$ cat src/mldec_pkg.sv
// Shared types and constants for the multilevel decimate-by-two block.
// Used by mldec_cfg and multilevel_decimate_by_two_top; no dependencies.
package mldec_pkg;

    localparam int LEVEL_W    = 4;
    localparam int CHANNEL_W  = 6;
    localparam int MODE_W     = 1;
    localparam int MAXLVL_W   = 4;
    localparam int KEEP_W     = 9;
    localparam int PPS_W      = 7;
    localparam int CFG_DATA_W = 9;
    localparam int CFG_IDX_W  = 2;

    localparam logic [CFG_IDX_W-1:0] CFG_COMBINE_MODE      = 2'd0;
    localparam logic [CFG_IDX_W-1:0] CFG_MAX_LEVEL         = 2'd1;
    localparam logic [CFG_IDX_W-1:0] CFG_KEEP_LEVELS       = 2'd2;
    localparam logic [CFG_IDX_W-1:0] CFG_POINTS_PER_SAMPLE = 2'd3;

    localparam logic MODE_AVERAGE = 1'b0;
    localparam logic MODE_MAXIMUM = 1'b1;

    localparam logic [MAXLVL_W-1:0] RST_MAX_LEVEL   = 4'd8;
    localparam logic [KEEP_W-1:0]   RST_KEEP_LEVELS = 9'h1ff;
    localparam logic [PPS_W-1:0]    RST_PPS         = 7'd1;

    typedef struct packed {
        logic                combine_mode;
        logic [MAXLVL_W-1:0] max_level;
        logic [KEEP_W-1:0]   keep_levels;
        logic [PPS_W-1:0]    points_per_sample;
    } t_cfg;

    typedef enum logic [1:0] {
        ST_IDLE = 2'b01,
        ST_STEP = 2'b10
    } t_state;

endpackage

$ cat src/mldec_cfg.sv
// Configuration register file of the decimation pyramid.
// Depends on mldec_pkg for the register indexes, widths and reset values.
module mldec_cfg (
    input  logic                             i_clk,
    input  logic                             i_rst_n,
    input  logic                             i_cfg_we,
    input  logic [mldec_pkg::CFG_IDX_W-1:0]  i_cfg_index,
    input  logic [mldec_pkg::CFG_DATA_W-1:0] i_cfg_data,
    output mldec_pkg::t_cfg                  o_cfg
);
    import mldec_pkg::*;

    t_cfg r_cfg;

    always_ff @(posedge i_clk) begin
        if (!i_rst_n) begin
            r_cfg.combine_mode      <= MODE_AVERAGE;
            r_cfg.max_level         <= RST_MAX_LEVEL;
            r_cfg.keep_levels       <= RST_KEEP_LEVELS;
            r_cfg.points_per_sample <= RST_PPS;
        end else if (i_cfg_we) begin
            case (i_cfg_index)
                CFG_COMBINE_MODE:      r_cfg.combine_mode      <= i_cfg_data[0];
                CFG_MAX_LEVEL:         r_cfg.max_level         <= i_cfg_data[MAXLVL_W-1:0];
                CFG_KEEP_LEVELS:       r_cfg.keep_levels       <= i_cfg_data[KEEP_W-1:0];
                CFG_POINTS_PER_SAMPLE: r_cfg.points_per_sample <= i_cfg_data[PPS_W-1:0];
                default: ;
            endcase
        end
    end

    assign o_cfg = r_cfg;

endmodule

$ cat config.mk
export PLATFORM = sky130hd
export DESIGN_NAME = mldec_cfg
export DESIGN_NICKNAME = d
export VERILOG_FILES = /design/src/mldec_pkg.sv /design/src/mldec_cfg.sv
export SDC_FILE = /design/constraint.sdc
export NUM_CORES = 1
export LEC_CHECK = 0
export ABC_AREA = 1
export BUFFER_PORTS_ARGS = -buffer_cell sky130_fd_sc_hd__buf_2
export CAP_MARGIN = 0
export CORE_MARGIN = 1
export CORE_UTILIZATION = 49
export DETAILED_ROUTE_END_ITERATION = 16
export PLACE_DENSITY = 0.84
export SETUP_SLACK_MARGIN = 0.02
export SLEW_MARGIN = 20
export SYNTH_ARGS = -nofsm -noshare
export SYNTH_HDL_FRONTEND = slang
export SYNTH_SLANG_ARGS = --single-unit
$ cat constraint.sdc
create_clock -name i_clk -period 2.4 [get_ports i_clk]
set_clock_uncertainty 0.2 [all_clocks]
set_input_delay 0.36 -clock i_clk [delete_from_list [all_inputs] [get_ports i_clk]]
set_output_delay 0.36 -clock i_clk [all_outputs]
set_load 0.02 [all_outputs]
# --- After elaboration in Yosys (flattened, before gate mapping) ---
# Index checks and enable logic that the tools add are counted.
op_classes:
  n_eq_ne: 3
  reduce_logical: 5
ops:
  columns: ["operator", "count"]
  rows:
  - ["2-bit AND reduction", 4]
  - ["2-bit equality test (second input constant)", 2]
  - ["2-bit by 1-bit equality test with 1-bit output (second input constant)", 1]
  - ["2-bit logical NOT", 1]
totals:
  input_bits: 14
  register_bits: 21
  word_cells: 12
  out_inout_bits: 21

# --- Longest topological paths before layout ---
# Gate-level depths: netlist of the first run.
logic_depth:
  word_depth: 2
  ltp_mapped: 6
  depth_no_buf: 5

# --- Worst setup path after synthesis of the first run ---
# Ideal clock, no wire load.
synth_timing:
  kind: "input -> register"
  from: "in i_cfg_we"
  to: "reg r_cfg (netlist bit o_cfg[0])"
  arrival_ns: 0.863
  path_buffers: 2
  setup_ns: 0.130
  path_stages: 5
  path_slack_ns: 1.207
  required_ns: 2.070
  cell_sequence: "buf_2 -> nand3_4 -> buf_6 -> nand2_1 -> nand3_1"
synth_between:
  elab_chain_len: 1
synth_lines:
  columns: ["item", "line_no", "text"]
  rows:
  - ["from (decl)", "mldec_cfg.sv:6", "input logic i_cfg_we,"]
  - ["2-bit AND reduction (no line)", null, null]
  - ["to (decl)", "mldec_cfg.sv:13", "t_cfg r_cfg;"]
# Every way passes these cells.
# A chain may end at the register's enable or synchronous reset.

# --- Worst setup path after layout of the first run ---
layout_timing:
  from: "reg r_cfg (netlist bit o_cfg[20])"
  to: "out o_cfg[20] (netlist bit)"
layout_rtl:
  columns: ["item", "line_no", "text"]
  rows:
  - ["to (decl)", "mldec_cfg.sv:9", "output mldec_pkg::t_cfg o_cfg"]
# No word-level cell between the ends.

==> results.md, run 1 <==
* Hold endpoint: o_cfg[6]
* Period Utilization, post-route at 57.4%
* Most frequent cells in the layout: 34 x buf_2, 30 x nand2_1, 21 x dfxtp_1
* Sw power at 0.000182 W
* Via-per-instance ratio at 5.20
* Clk_lat worst skew at 0.29 ns
* # diodes at 0
* CP bufs+invs at 1
* CTS resizes at 0
* Critical Path Source Type: register
* Pin count of the biggest net entering global routing at 22
* Area of the multi-input gates at 359 um^2
* CP Class: reg -> out
* Critical path's slowest cell: dfxtp_1
* Net Sw Frac at 28.0%
* Total track usage at 22.4%
* Max cap viols at 0
* Worst-margin pin slew at 0.373 ns
* # nets final at 163
* CTS tree: built
* Cells after Synth at 116
* Hold crit path type: in -> reg
* Crit path max-delay family: flip-flops
* Internal power at 0.000468 W
* Die Span Y at 43.9 um
* Crit path largest cell delay at 0.36 ns
* Total die area at 1930 um^2
* GR Layer Usage met3 at 3.75%
* Cell Area, Placed at 1010 um^2
* Total Power at 0.000650 W
* Initial Util at 54.7%
* R2R Setup Slk at 1.56 ns
* Row Count at 14
* Rel. slew slack at 75.1%
* Clock buffer depth at 2
* Post-route setup TNS at 0 ns
* Worst Path Arrival at 0.82 ns
* Number of flip-flops in the largest register at 21
* Reg-to-Reg Start: o_cfg[17]
* Reg-to-Reg End: o_cfg[17]
* CP Max Fanout at 2
* Most common cell after layout, fill and taps aside: buf_2
* Routed via count at 853
* Final hold vios at 0
* Synth-to-Final Area Change at 20.8%
* GPL Wtd Cong at 0.754
* Cell chain of the critical path: buf_2
* Syn Nets at 130
* Fmax achieved at 0.726 GHz
* WL per Instance at 11.6 um
* Worst hold start: i_cfg_data[6]
* Cts bufs inserted at 3
* Sequential cell area at 420 um^2
* Final wirelength at 1900 um
* Crit end category: output pin
* Fillers at 150
* Worst reg-to-reg path cell count at 4
* # DRC at 2
* Failing checks: design-rule violations
* Worst hold path depth at 3
* Fin worst setup slack at 1.02 ns
* Root buf cell: clkbuf_4
* Met1 track demand over resource at 27.8%
* Comb pwr share at 17.1%
* Leak Pwr at 0.564 nW
* Synth unique cells at 14
* Period minus WS final at 1.38 ns
* Die X at 43.9 um
* RSZ-0062 raised after global routing: false
* Hold buffers post-CTS at 0
* Flop pwr share at 57.8%
* Critical Path RT at 1.84 ns
* Final max-slew violation count at 0
* H-tree depth at 1
* Initial DRT Pass Iterations at 10
* Final setup vio count at 0
* Clk pwr share at 25.1%
* CTS clock-pin slew for the worst setup and hold paths at 0.11 ns
* Outcome: finished, violations left
* Final global-route overflow total at 0
* Top Usage Layer GRT: met2
* # clock sinks at 21
* Met2 GRT Util at 39.4%
* Antenna Nets Post-Route at 0
* Number of global-route vias before repair at 783
* IO Pins at 35
* Synth warn at 0
* CORE AREA at 1580 um^2
* Setup Buffers After CTS at 0
* Sequential area share after synthesis at 48.8%
* WP depth at 1
* First-pass GRT wire length at 3230 um
* Synth Area per Inst at 7.43 um^2
* Seq cells post-synth at 21
* Layout cell share with drive strength beyond 1 at 27.7%
* Hold WS at 0.125 ns
* Initial antenna violation count at 0
* Pwr/cell area at 624 nW/um^2
* VDD IR-drop max at 0.000358 V
* DR iter-0 viols at 30
* IO buf count at 34
* DP Worst Slack at 1.03 ns
* Fin area at 1040 um^2
* Post-Syn Area at 862 um^2
* Post-DP HPWL at 1410 um
metal layers:
metal,up-vias,routed length (um),share of wire (%)
met4,0,12,0.63
met1,383,847,45
met5,-,0,0
met2,32,934,49
met3,2,103,5.4
li1,436,-,-
synth_stat cells:
master    instances  area share, %
nand2_1          30             13
dfxtp_1          21             49
nor2_1           20            8.7
nand3_1          12            7.0
inv_1            11            4.8
nand4_1          11            8.0
buf_2             3            1.7
nand3_2           2            2.3
a21oi_1           1           0.58
buf_4             1           0.87
buf_6             1            1.3
clkbuf_1          1           0.43
inv_2             1           0.43
nand3_4           1            2.0
worst max path at each step:
stage               from   endpoint  slack (ns)
2_1_floorplan   i_cfg_we   o_cfg[0]        1.21
3_3_place_gp    i_cfg_we   o_cfg[9]        1.08
3_5_place_dp    i_cfg_we   o_cfg[8]        1.03
4_1_cts         o_cfg[3]   o_cfg[3]        1.01
5_1_grt        o_cfg[20]  o_cfg[20]        0.97
6_report       o_cfg[20]  o_cfg[20]        1.02
kinds of logic after synthesis:
kind of cell           Yosys count  share of synthesized area, %
and+or+nand+nor                 76                          41.1
buffers and inverters           18                          9.58
DFF                             21                          48.8
AOI/OAI and AO/OA                1                         0.580
layout make-up:
type,count,area share (%)
clock buffer,4,2.52
timing repair buffer,34,16.3
tap,16,1.92
inverter,12,4.33
multi-input combinational,77,34.5
sequential,21,40.4
power by group through the flow:
stage / registers, W / clock network (W) / logic, W
5_1_grt: 0.000378 / 0.000184 / 0.000124
3_5_place_dp: 0.000383 / 0 / 0.000111
3_3_place_gp: 0.000383 / 0 / 0.000107
2_1_floorplan: 0.000406 / 0 / 0.0000487
4_1_cts: 0.000376 / 0.000167 / 0.000112
6_report: 0.000376 / 0.000163 / 0.000111
through the flow:
stage / cells / utilization (%)
floorplan: 116 / -
global placement: 160 / 64.4
detailed placement: 160 / 64.4
CTS: 164 / 66.0
global route: 164 / 66.0
finish: 164 / 66.0
Power figures use the tool's default switching activity.
==> run 2, diff against run 1 <==
--- a/config.mk
+++ b/config.mk
@@ -9,9 +9,9 @@
 export BUFFER_PORTS_ARGS = -buffer_cell sky130_fd_sc_hd__buf_2
 export CAP_MARGIN = 0
 export CORE_MARGIN = 1
-export CORE_UTILIZATION = 49
+export CORE_UTILIZATION = 46
 export DETAILED_ROUTE_END_ITERATION = 16
-export PLACE_DENSITY = 0.84
+export PLACE_DENSITY = 0.8
 export SETUP_SLACK_MARGIN = 0.02
 export SLEW_MARGIN = 20
 export SYNTH_ARGS = -nofsm -noshare
==> constraint.sdc (replaced) <==
create_clock -name i_clk -period 1.32 [get_ports i_clk]
set_clock_uncertainty 0.2 [all_clocks]
set_input_delay 0.198 -clock i_clk [delete_from_list [all_inputs] [get_ports i_clk]]
set_output_delay 0.198 -clock i_clk [all_outputs]
set_load 0.02 [all_outputs]
==> results.md, run 2 (synthesized netlist as in run 1, its figures left out) <==
* GPL Wtd Cong at 0.741 (-1.8%)
* Hold crit path type: in -> reg
* Critical path's slowest cell: dfxtp_1
* Pwr/cell area at 1050 nW/um^2 (+69%)
* Final Util at 65.9% (-0.15 points)
* Most common cell after layout, fill and taps aside: buf_2
* CORE AREA at 1750 um^2 (+11%)
* Die X at 45.3 um (+3.1%)
* # diodes at 0 (unchanged)
* Cts bufs inserted at 3 (unchanged)
* Antenna Nets Post-Route at 0 (unchanged)
* Critical Path RT at 0.92 ns (-0.92 ns)
* Post-DP HPWL at 1370 um (-2.7%)
* VDD IR-drop max at 0.000699 V (+95%)
* Total die area at 2050 um^2 (+6.2%)
* Clk pwr share at 25.2% (about the same)
* CTS clock-pin slew for the worst setup and hold paths at 0.11 ns (about the same)
* DR iter-0 viols at 6 (-80%)
* Critical Path Source Type: register
* Number of global-route vias before repair at 751 (-4.1%)
* Internal power at 0.000870 W (+86%)
* Number of flip-flops in the largest register at 21 (unchanged)
* Max cap viols at 0 (unchanged)
* Worst-margin pin slew at 0.356 ns (-0.0171 ns)
* Post-route setup TNS at 0 ns (unchanged)
* Root buf cell: clkbuf_4
* Final hold vios at 0 (unchanged)
* Final max-slew violation count at 0 (unchanged)
* Initial antenna violation count at 0 (unchanged)
* Comb pwr share at 18.4% (+1.3 points)
* # clock sinks at 21 (unchanged)
* Total Power at 0.00121 W (+87%)
* Non-filler instance count after layout at 183 (+12%)
* R2R Setup Slk at 0.47 ns (-1.09 ns)
* Worst Path Arrival at 0.83 ns (about the same)
* Crit end category: output pin
* Routed via count at 872 (+2.2%)
* Clock buffer depth at 2 (unchanged)
* Crit path max-delay family: flip-flops
* Synth-to-Final Area Change at 33.4%
* Row Count at 15 (+1)
* IO Pins at 35 (unchanged)
* Fmax achieved at 0.814 GHz
* Cell chain of the critical path: buf_2
* Pin count of the biggest net entering global routing at 22 (unchanged)
* Crit path largest cell delay at 0.36 ns (about the same)
* Initial Util at 49.4% (-5.3 points)
* CTS resizes at 0 (unchanged)
* Leak Pwr at 0.607 nW (+7.5%)
* RSZ-0062 raised after global routing: false
* Final global-route overflow total at 0 (unchanged)
* Flop pwr share at 56.3% (-1.5 points)
* Initial DRT Pass Iterations at 4 (-6)
* Hold buffers post-CTS at 9 (+9)
* Period Utilization, post-route at 93.1%
* Outcome: complete, no violations
* First-pass GRT wire length at 3240 um (+0.43%)
* Dpl cells at 170 (+6.3%)
* Period minus WS final at 1.23 ns
* IO buf count at 34 (unchanged)
* WL per Instance at 10.8 um (-6.7%)
* Net Sw Frac at 28.2% (+0.21 points)
* # DRC at 0 (-2)
* Sw power at 0.000343 W (+88%)
* CP bufs+invs at 1 (unchanged)
* Via-per-instance ratio at 4.77 (-8.4%)
* Die Span Y at 45.3 um (+3.1%)
* Final setup vio count at 0 (unchanged)
* Layout cell share with drive strength beyond 1 at 26.6% (-1.1 points)
* Rel. slew slack at 76.3% (+1.1 points)
* Most frequent cells in the layout: 34 x buf_2, 30 x nand2_1, 21 x dfxtp_1
* Fillers at 167 (+11%)
* Setup Buffers After CTS at 0 (unchanged)
* CTS tree: built
* Clk_lat worst skew at 0.30 ns (about the same)
* Total track usage at 22.4% (about the same)
* Final wirelength at 1980 um (+4.2%)
* H-tree depth at 1 (unchanged)
* CP Class: reg -> out
* # nets final at 173 (+6.1%)
* CP Max Fanout at 2 (unchanged)
-- run 2: final cells by class --
type                            instances  area [um^2]  area share, %
Sequential cell                        21          420           36.6
Multi-Input combinational cell         77          359           31.2
Timing Repair Buffer                   44          268           23.3
Inverter                               12         45.0           3.92
Tap cell                               25         31.3           2.72
Clock buffer                            4         26.3           2.29
-- run 2: power groups by stage --
stage	clock, W	sequential, W	combinational (W)
floorplan	0	0.000738	0.0000885
global placement	0	0.000696	0.000198
detailed placement	0	0.000697	0.000202
CTS	0.000308	0.000683	0.000223
global route	0.000334	0.000687	0.000250
finish	0.000306	0.000683	0.000224
-- run 2: stage by stage --
step	setup slack [ns]	cell area, um^2	hold slack, ns
floorplan	0.289	862	0.118
global placement	0.166	1030	0.241
global route	0.0552	1150	0.0666
detailed placement	0.116	1030	0.241
CTS	0.0855	1150	0.0635
finish	0.0914	1150	0.0600
-- run 2: layer usage --
metal	global-route usage (%)	vias to the layer above	wire length (um)
met1	27.9	390	863
met3	4.00	5	79
met5	0	-	0
met4	10.9	0	41
li1	-	456	-
met2	37.1	21	991
-- run 2: worst register-to-register path: cells and delay by family, from the launching register on --
family        cells  cell delay (ns)
flops             1             0.36
buf+inv           1             0.04
simple gates      3             0.19
-- run 2: final timing paths --
check	start	cells past startpoint	to
max	o_cfg[15]	1	o_cfg[15]
min	i_cfg_index[0]	3	o_cfg[0]
max reg2reg	o_cfg[4]	4	o_cfg[4]
min reg2reg	o_cfg[7]	2	o_cfg[7]
